==> src/sv/qvr_pkg.sv <==
// Shared constants for the quaternion vector rotation block.
package qvr_pkg;

    localparam int QUAT_WIDTH_DEF = 16;
    localparam int VEC_WIDTH_DEF  = 32;
    localparam int NUM_AXES       = 3;

endpackage

==> src/sv/qvr_merge.sv <==
// Merge stage: round, scale, saturate the lane sums and register the result.
module qvr_merge #(
    parameter int QUAT_WIDTH = qvr_pkg::QUAT_WIDTH_DEF,
    parameter int VEC_WIDTH  = qvr_pkg::VEC_WIDTH_DEF
) (
    input  logic                                     clk,
    input  logic                                     en,
    input  logic signed [2*QUAT_WIDTH+VEC_WIDTH+3:0] acc [qvr_pkg::NUM_AXES],
    output logic signed [VEC_WIDTH-1:0]              world [qvr_pkg::NUM_AXES],
    output logic                                     saturated
);
    localparam int AW = 2 * QUAT_WIDTH + VEC_WIDTH + 4;
    localparam int FS = 2 * (QUAT_WIDTH - 2);
    localparam int RW = AW - FS;
    localparam logic [AW-1:0] HALF = {{(AW - FS){1'b0}}, 1'b1, {(FS - 1){1'b0}}};
    localparam logic signed [VEC_WIDTH-1:0] VMAX = {1'b0, {(VEC_WIDTH - 1){1'b1}}};
    localparam logic signed [VEC_WIDTH-1:0] VMIN = {1'b1, {(VEC_WIDTH - 1){1'b0}}};

    logic [AW-1:0]               rsum  [qvr_pkg::NUM_AXES];
    logic [RW-1:0]               rnd   [qvr_pkg::NUM_AXES];
    logic [RW-VEC_WIDTH:0]       top   [qvr_pkg::NUM_AXES];
    logic signed [VEC_WIDTH-1:0] clip  [qvr_pkg::NUM_AXES];
    logic [qvr_pkg::NUM_AXES-1:0] ovf;

    logic signed [VEC_WIDTH-1:0] world_reg [qvr_pkg::NUM_AXES];
    logic                        sat_reg;

    // round half up, then floor by 2^FS
    always_comb
    begin
        for (int i = 0; i < qvr_pkg::NUM_AXES; i++)
        begin
            rsum[i] = acc[i] + HALF;
            rnd[i]  = rsum[i][AW-1:FS];
            top[i]  = rnd[i][RW-1:VEC_WIDTH-1];
            ovf[i]  = !((&top[i]) || !(|top[i]));
            if (!ovf[i])
            begin
                clip[i] = rnd[i][VEC_WIDTH-1:0];
            end
            else if (rnd[i][RW-1])
            begin
                clip[i] = VMIN;
            end
            else
            begin
                clip[i] = VMAX;
            end
        end
    end

    always_ff @(posedge clk)
    begin
        if (en)
        begin
            world_reg <= clip;
            sat_reg   <= |ovf;
        end
    end

    assign world     = world_reg;
    assign saturated = sat_reg;

endmodule

==> config.mk <==
export PLATFORM = sky130hd
export DESIGN_NAME = qvr_merge
export DESIGN_NICKNAME = d
export VERILOG_FILES = /design/src/sv/qvr_pkg.sv /design/src/sv/qvr_merge.sv
export SDC_FILE = /design/constraint.sdc
export NUM_CORES = 1
export LEC_CHECK = 0
export BUFFER_PORTS_ARGS = -buffer_cell sky130_fd_sc_hd__buf_2
export CAP_MARGIN = 15
export CORE_MARGIN = 5
export CORE_UTILIZATION = 48
export CTS_BUF_LIST = sky130_fd_sc_hd__clkbuf_16
export DETAILED_ROUTE_END_ITERATION = 16
export PLACE_DENSITY_LB_ADDON = 0.25
export REMOVE_ABC_BUFFERS = 1
export SYNTH_ARGS = -nofsm -noshare
export SYNTH_HDL_FRONTEND = slang
export SYNTH_SLANG_ARGS = --single-unit
==> constraint.sdc <==
create_clock -name clk -period 8.5 [get_ports clk]
set_clock_uncertainty 0.1 [all_clocks]
set_input_delay 1.7 -clock clk [delete_from_list [all_inputs] [get_ports clk]]
set_output_delay 1.7 -clock clk [all_outputs]
set_load 0.05 [all_outputs]
# After elaboration in Yosys (flattened, before gate mapping)
# Index checks and enable logic that the tools add are counted.
word_totals:
  reg_bits: 97
  in_bits: 206
  out_inout_bits: 97
op_classes:
  add_sub_neg: 3
  n_reduce_logical: 16
  muxes: 6
ops:
  columns: ["op", "count"]
  rows:
  - ["68-bit by 28-bit adder with 68-bit output, second input constant", 3]
  - ["32-bit two-way mux", 6]
  - ["9-bit AND reduction", 3]
  - ["9-bit OR reduction", 3]
  - ["1-bit logical NOT", 6]
  - ["1-bit logical OR", 3]
  - ["3-bit OR reduction", 1]

# Logic depth before layout (Yosys ltp)
# Gate-level depths: netlist of run 1.
logic_depth:
  depth_word: 6
  depth_mapped: 11

# Least setup slack after synthesis of run 1
# Ideal clock, no wire load.
synth_timing:
  kind: "input to register"
  startpoint: "input acc[27] in the netlist's numbering"
  endpoint: "register sat_reg (netlist: saturated), data pin"
  arrival_time_ns: 3.827
  t_required_ns: 8.128
  path_stages: 9
  setup_slack_ns: 4.301
  n_path_buf: 0
  cell_sequence: "ha_1 nand3_1 or2_4 nor4_4 nand4_2 a21oi_1 a21oi_1 o41a_1 or4_1"
synth_between:
  elab_chain_cells: 6
synth_lines:
  columns: ["item", "line_no", "rtl"]
  rows:
  - ["from (decl)", "qvr_merge.sv:8", "input logic signed [2*QUAT_WIDTH+VEC_WIDTH+3:0] acc [qvr_pkg::NUM_AXES],"]
  - ["68-bit by 28-bit adder with 68-bit output (*)", "qvr_merge.sv:33", "rsum[i] = acc[i] + HALF;"]
  - ["9-bit OR reduction", "qvr_merge.sv:36", "ovf[i] = !((&top[i]) || !(|top[i]));"]
  - ["1-bit logical NOT", "qvr_merge.sv:36", null]
  - ["1-bit logical OR (*)", "qvr_merge.sv:36", null]
  - ["1-bit logical NOT (*)", "qvr_merge.sv:36", null]
  - ["3-bit OR reduction (*)", "qvr_merge.sv:57", "sat_reg <= |ovf;"]
  - ["to (signal assigned)", "qvr_merge.sv:57", null]
  - ["to (decl)", "qvr_merge.sv:26", "logic sat_reg;"]
# Mark *: on every way between the ends. The rest lies on a longest branch, timed or not.
# A chain may end at the register's enable or synchronous reset.

==> results.txt, run 1 <==
----------------------------------------------------
[Run status]
  Outcome ... finished clean

[Routing]
  Via count normalized by instance count ... 5.69
  Mean routed wirelength per cell ... 16.7 µm
  Post-detailed-routing wire length ... 16.8 mm
  Count of vias placed by the detailed router ... 5730
  DRC Markers ... 0
  Detailed-router iteration count before antenna repair ... 6
  Final ANT Viol Nets ... 0
  Number of design-rule violations left by the first detailed-router iteration ... 511

[Worst setup path]
  Top cell family by delay on the critical path ... simple AND/OR/NAND/NOR gates
  Standard cell with the maximum stage delay on the critical path ... sky130_fd_sc_hd__nand2b_1
  Buffers plus inverters on the worst setup path ... 1
  Crit path DAT ... 4.70 ns
  Element type at the critical path end ... register
  Type of the worst setup path ... in -> reg
  Worst Setup Start Kind ... input port
  Critical-path cell list ... buf_2, nand4_1, nor4_2, nor3b_2, and4_1, o22ai_1, a211oi_1, nand2b_1, o21ai_0
  Delay of the slowest cell on the worst path ... 0.75 ns
  Critical Path RT ... 8.42 ns
  Critical path peak fanout ... 31

[STA]
  Max_slew headroom ... 31.3%
  Total count of hold-check failures in the final report ... 0
  Portion of the clock cycle consumed by the worst path in the final layout ... 56.2%
  Setup repair after global routing missed its margin ... no
  Final setup violation count ... 0
  Final critical path time including I/O delays and setup ... 4.78 ns
  Slew Viols, Final ... 0
  Slew @ Worst Pin ... 1.03 ns
  Total Negative Setup Slacks ... 0 ns
  Highest attainable clock frequency ... 209 MHz

[Die]
  # IOs ... 303
  Number of placement rows ... 41
  Area enclosed by the die boundary ... 0.0152 mm²
  Die outline width ... 123 µm
  Initial cell density of the core ... 49.0%
  Core area ... 0.0126 mm²
  Vertical extent of the die ... 123 µm

[Finish]
  # diodes ... 0
  Share of cells above drive strength 1 ... 30.9%
  Relative area change from synthesis to final layout ... 25.6%
  Final design instance area without fill ... 0.00776 mm²
  Most common cell after layout, fill and taps aside ... sky130_fd_sc_hd__buf_2
  Storage element area ... 0.00291 mm²
  Flip-flop count of the largest register, all copies and words added ... 96
  Nets ... 1039
  Leading cell types in the layout, fill and taps excluded ... 220 x sky130_fd_sc_hd__buf_2, 97 x sky130_fd_sc_hd__edfxtp_1, 91 x sky130_fd_sc_hd__o21ai_0
  FILL cells ... 1103
  Area of combinational cells with multiple inputs ... 0.00316 mm²

[Logic synthesis]
  Number of synthesized register bits ... 97
  Multiplexer fraction of the synthesized cell area ... 0.486%
  Adder-cell area share of the yosys netlist ... 0.607%
  Simple-gate portion of the synthesized area ... 24.0%
  Largest family of logic cells by synthesized area ... simple AND/OR/NAND/NOR gates
  Unique masters post-synth ... 54
  Fraction of the mapped netlist area in compound gates ... 11.2%
  Synthesized-area fraction occupied by xor and xnor cells ... 14.6%
  Number of enable flip-flop cells after synthesis ... 97
  Share of synthesized flip-flops with an asynchronous set or reset ... 0%
  Mean instance size in the synthesized netlist ... 10.0 µm²
  Yosys warns ... 0
  Top flip-flop cell by instance count after synthesis ... sky130_fd_sc_hd__edfxtp_1
  Post-Synthesis Cells ... 616
  Cell area after synthesis ... 0.00618 mm²
  Fraction of the yosys area taken by sequential cells ... 47.1%

[Clock network]
  Hold-fix buffers at CTS ... 0
  Total number of H-tree levels ... 3
  CTS Buf Count ... 9
  Clock buffer depth ... 2
  CTS tree ... yes
  Post-cts repair resize count ... 0
  Clock sink total ... 97
  Post-CTS Setup Bufs ... 0
  Root cell of the clock tree ... sky130_fd_sc_hd__clkbuf_16
  Clock slew at reported path FFs ... 0.07 ns

[Worst hold path]
  Hold/Removal Path Class ... in -> reg

[Flow run]
  Max capacitance violation total ... 0

[Global route]
  Antenna violations before repair ... 0
  Largest net degree at the start of global routing ... 52
  GRT Util Overall ... 21.4%
  First-pass GRT wire length ... 25.7 mm
  Number of global-route vias before repair ... 5317
  Aggregate global routing overflow ... 0

[Power and ir drop]
  Cell-internal power ... 876 µW
  Leakage Power ... 0.00291 µW
  Share of total power consumed by net switching ... 32.6%
  Combinational group share of total power ... 24.5%
  Peak supply drop ... 0.0856 mV
  Total power density per cell area ... 167 mW/mm²
  Portion of total power attributed to the clock network ... 30.7%
  Switching Power ... 423 µW
  Fraction of power consumed by sequential logic ... 44.8%

[Place]
  Quantity of I/O buffers inserted on ports ... 221
  Dpl cell area ... 0.00745 mm²
  Gp weighted congestion ... 0.881
  HPWL reported at the end of detailed placement ... 13.0 mm

----------------------------------------------------
power by group through the flow:
stage / clock [µW] / combinational [µW] / sequential [µW]
global placement: 0 / 313 / 592
floorplan: 0 / 57.3 / 735
global route: 429 / 338 / 586
CTS: 403 / 319 / 583
detailed placement: 0 / 318 / 592
finish: 399 / 319 / 582
layout make-up:
| type | instances | area share, % |
|---|---|---|
| Inverter | 11 | 0.532 |
| Timing Repair Buffer | 225 | 14.8 |
| Tap cell | 172 | 2.77 |
| Multi-Input combinational cell | 486 | 40.7 |
| Clock buffer | 9 | 2.90 |
| Sequential cell | 97 | 37.5 |
| Clock inverter | 7 | 0.790 |
metal layers:
metal	track usage, %	wire length [µm]
met1	28.2	7070
met3	3.39	1350
met5	0	0
met4	9.00	431
met2	35.0	7960
worst paths after layout:
path     start         to  cells past startpoint
max   acc[106]  world[54]                      9
min   acc[203]  world[95]                      3
synth_stat cells, drive strengths merged (2+ instances only):
master | number | area [µm²]
and4b | 2 | 20.0
xnor2 | 37 | 324
clkbuf | 21 | 78.8
nand3b | 2 | 15.0
o31ai | 2 | 15.0
or2 | 2 | 15.0
a21oi | 7 | 35.0
nor4 | 10 | 96.4
nor4b | 2 | 23.8
o211ai | 2 | 15.0
edfxtp | 97 | 2910
a211oi | 5 | 37.5
nand2 | 39 | 146
a211o | 2 | 17.5
or4 | 2 | 16.3
a31oi | 2 | 12.5
nor3 | 9 | 50.1
inv | 11 | 41.3
o21ai | 95 | 475
and4 | 14 | 123
nor3b | 3 | 27.5
ha | 3 | 37.5
nor2 | 31 | 121
and3 | 25 | 158
nand4 | 43 | 297
o41a | 2 | 22.5
nand3 | 51 | 255
mux2i | 3 | 30.0
o22ai | 2 | 12.5
and2 | 11 | 68.8
or3 | 3 | 18.8
xor2 | 66 | 578
logic make-up (layout without fill, tap and decap cells):
logic type / after synthesis / after routing
muxes: 3 / 3
DFF: 97 / 97
buffers and inverters: 33 / 252
and+or+nand+nor: 253 / 253
AOI/OAI and AO/OA: 124 / 124
xor gates and xnor gates: 103 / 103
adders and majority gates: 3 / 3
metrics by stage:
step / instances / hold slack (ns) / setup slack (ns) / power [µW] / util (%)
after floorplan: 594 / 1.71 / 3.85 / 793 / -
after global placement: 989 / 1.94 / 3.45 / 904 / 59.1
after detailed placement: 989 / 1.97 / 3.30 / 910 / 59.1
after CTS: 1005 / 1.60 / 3.67 / 1300 / 61.3
after global routing: 1007 / 1.63 / 3.35 / 1350 / 61.5
final: 1007 / 1.62 / 3.72 / 1300 / 61.5
Power figures use the tool's default switching activity.
==> inputs of run 2 (changes only) <==
--- a/config.mk
+++ b/config.mk
@@ -5,10 +5,11 @@
 export SDC_FILE = /design/constraint.sdc
 export NUM_CORES = 1
 export LEC_CHECK = 0
+export ABC_AREA = 1
 export BUFFER_PORTS_ARGS = -buffer_cell sky130_fd_sc_hd__buf_2
 export CAP_MARGIN = 15
 export CORE_MARGIN = 5
-export CORE_UTILIZATION = 48
+export CORE_UTILIZATION = 46
 export CTS_BUF_LIST = sky130_fd_sc_hd__clkbuf_16
 export DETAILED_ROUTE_END_ITERATION = 16
 export PLACE_DENSITY_LB_ADDON = 0.25
==> constraint.sdc (replaced) <==
create_clock -name clk -period 4.25 [get_ports clk]
set_clock_uncertainty 0.1 [all_clocks]
set_input_delay 0.85 -clock clk [delete_from_list [all_inputs] [get_ports clk]]
set_output_delay 0.85 -clock clk [all_outputs]
set_load 0.05 [all_outputs]
==> run 2 against run 1 <==
Net effect: utilization down 5.3 points; design area rose by 20%; sequential power rose by 99%; synthesized area up 26%; cell count increased by 51%; largest power group unchanged; global-route usage up 0.39 points; critical endpoint is now world[68]; clock power grew 97%; sequential share of layout area decreased by 6.4 points; non-clock buffer count is the same; count of clock-buffer cells in the layout unchanged.
==> results.txt, run 2 <==
----------------------------------------------------
[Die]
  Area enclosed by the die boundary ... 0.0197 mm²
  # IOs ... 303
  Vertical extent of the die ... 140 µm
  Die outline width ... 140 µm
  Number of placement rows ... 47
  Core area ... 0.0166 mm²
  Initial cell density of the core ... 47.0%

[Logic synthesis]
  Unique masters post-synth ... 28
  Library cell with the largest summed area after synthesis ... sky130_fd_sc_hd__edfxtp_1
  Largest cells by area after synthesis ... sky130_fd_sc_hd__edfxtp_1 37%, sky130_fd_sc_hd__nand2_1 21%, sky130_fd_sc_hd__nor2_1 7.9%
  Area share of the leading cell type in the synthesized netlist ... 37.3%
  Count leader, synth ... sky130_fd_sc_hd__nand2_1
  Number of synthesized register bits ... 97
  Adder-cell area share of the yosys netlist ... 0.480%
  Fraction of the mapped netlist area in compound gates ... 3.67%
  Top flip-flop cell by instance count after synthesis ... sky130_fd_sc_hd__edfxtp_1
  Yosys warns ... 0
  Largest family of logic cells by synthesized area ... simple AND/OR/NAND/NOR gates
  Multiplexer fraction of the synthesized cell area ... 0%
  Simple-gate portion of the synthesized area ... 42.3%
  Mean instance size in the synthesized netlist ... 7.27 µm²
  Share of synthesized flip-flops with an asynchronous set or reset ... 0%
  Fraction of the yosys area taken by sequential cells ... 37.3%
  Number of enable flip-flop cells after synthesis ... 97
  Synthesized-area fraction occupied by xor and xnor cells ... 10.6%
  Post-Synthesis Cells ... 1075
  Most used standard cells in the synthesized netlist ... 428 x sky130_fd_sc_hd__nand2_1, 165 x sky130_fd_sc_hd__nor2_1, 97 x sky130_fd_sc_hd__edfxtp_1
  Cell area after synthesis ... 0.00782 mm²

[Finish]
  Share of cells above drive strength 1 ... 25.5%
  Final design instance area without fill ... 0.00935 mm²
  Flip-flop count of the largest register, all copies and words added ... 96
  Area of combinational cells with multiple inputs ... 0.00447 mm²
  Leading cell types in the layout, fill and taps excluded ... 428 x sky130_fd_sc_hd__nand2_1, 220 x sky130_fd_sc_hd__buf_2, 165 x sky130_fd_sc_hd__nor2_1
  Storage element area ... 0.00291 mm²
  Relative area change from synthesis to final layout ... 19.6%
  Most common cell after layout, fill and taps aside ... sky130_fd_sc_hd__nand2_1
  FILL cells ... 1644
  # diodes ... 0
  Count of placed standard cells in the final layout, fillers left out ... 1518
  Nets ... 1502

[Routing]
  Count of vias placed by the detailed router ... 7556
  Final ANT Viol Nets ... 0
  Number of design-rule violations left by the first detailed-router iteration ... 433
  Via count normalized by instance count ... 4.98
  Post-detailed-routing wire length ... 21.7 mm
  Detailed-router iteration count before antenna repair ... 5
  Mean routed wirelength per cell ... 14.3 µm
  DRC Markers ... 0

[STA]
  Total Negative Setup Slacks ... 0 ns
  Total count of hold-check failures in the final report ... 0
  Highest attainable clock frequency ... 314 MHz
  Final critical path time including I/O delays and setup ... 3.18 ns
  Setup repair after global routing missed its margin ... no
  Slew Viols, Final ... 0
  Portion of the clock cycle consumed by the worst path in the final layout ... 74.8%
  Final setup violation count ... 0
  Slew @ Worst Pin ... 0.961 ns
  Max_slew headroom ... 35.9%

[Run status]
  Outcome ... finished clean

[Clock network]
  Hold-fix buffers at CTS ... 0
  Total number of H-tree levels ... 3
  Clock slew at reported path FFs ... 0.08 ns
  Clock sink total ... 97
  CTS tree ... yes
  Post-cts repair resize count ... 0
  Clock buffer depth ... 2
  CTS Buf Count ... 9
  Post-CTS Setup Bufs ... 0
  Root cell of the clock tree ... sky130_fd_sc_hd__clkbuf_16

[Place]
  Cell count after placement ... 1502
  Dpl cell area ... 0.00907 mm²
  Quantity of I/O buffers inserted on ports ... 221
  Gp weighted congestion ... 0.963
  HPWL reported at the end of detailed placement ... 17.7 mm

[Worst setup path]
  Critical path peak fanout ... 31
  Critical Path RT ... 4.23 ns
  Crit path DAT ... 3.16 ns
  Element type at the critical path end ... register
  Worst Setup Start Kind ... input port
  Type of the worst setup path ... in -> reg

[Global route]
  Largest net degree at the start of global routing ... 74
  First-pass GRT wire length ... 35.1 mm
  GRT Util Overall ... 21.7%
  Antenna violations before repair ... 1
  Aggregate global routing overflow ... 0
  Number of global-route vias before repair ... 7288

[Worst hold path]
  Hold EP ... world[95]
  Worst hold path startpoint ... acc[203]
  Hold/Removal Path Class ... in -> reg
  Worst hold path stage count ... 2

[Power and ir drop]
  Peak supply drop ... 0.192 mV
  Leakage Power ... 0.00398 µW
  Total power density per cell area ... 284 mW/mm²

[Flow run]
  Max capacitance violation total ... 0

----------------------------------------------------
[run 2: logic make-up after synthesis]
family,after synthesis
AND/OR/NAND/NOR,762
XOR/XNOR,94
buffers and inverters,85
AO/OA/AOI/OAI,34
flip-flops,97
adder cells (fa/ha/maj),3
[run 2: where the power goes]
group	switching [µW]	total, µW	internal, µW
Combinational	529	708	179
Clock	382	787	405
Sequential	17.0	1160	1140
[run 2: through the flow]
stage / total power, µW / hold slack, ns / worst slack (ns) / utilization [%]
3_5_place_dp: 1890 / 1.10 / 0.730 / 54.5
5_1_grt: 2780 / 0.740 / 0.915 / 56.2
2_1_floorplan: 1650 / 0.862 / 0.665 / -
3_3_place_gp: 1890 / 1.09 / 0.765 / 54.5
6_report: 2650 / 0.733 / 1.07 / 56.2
4_1_cts: 2670 / 0.724 / 1.10 / 56.2
[run 2: critical path, stage by stage]
cell	delay [ns]
sky130_fd_sc_hd__buf_2	0.10
sky130_fd_sc_hd__ha_1	0.19
sky130_fd_sc_hd__nand3_2	0.14
sky130_fd_sc_hd__inv_2	0.09
sky130_fd_sc_hd__nand2_1	0.06
sky130_fd_sc_hd__nor2_2	0.25
sky130_fd_sc_hd__nand2_1	0.15
sky130_fd_sc_hd__nor2_1	0.11
sky130_fd_sc_hd__nand2_1	0.12
sky130_fd_sc_hd__xor2_1	0.29
sky130_fd_sc_hd__nand3_2	0.15
sky130_fd_sc_hd__nand2_2	0.49
sky130_fd_sc_hd__nand2_1	0.15
[run 2: layer usage]
metal | share of wire (%) | GRT usage [%]
met1 | 44 | 28.1
met5 | 0 | 0
met4 | 1.8 | 5.71
met3 | 6.0 | 3.61
met2 | 48 | 37.8
[run 2: worst max-delay path by stage]
stage             start        end  slack, ns
6_report       acc[163]  world[68]       1.07
4_1_cts        acc[163]  world[68]       1.10
2_1_floorplan   acc[95]  world[32]       0.66
3_5_place_dp   acc[163]  world[68]       0.73
3_3_place_gp   acc[163]  world[68]       0.77
5_1_grt         acc[96]  world[53]       0.92
[run 2: cell type report]
type	instances	area share, %
tap	220	2.94
clock buffer	9	2.41
sequential	97	31.2
timing repair buffer	225	12.4
multi-input combinational	893	47.8
inverter	67	2.69
clock inverter	7	0.575
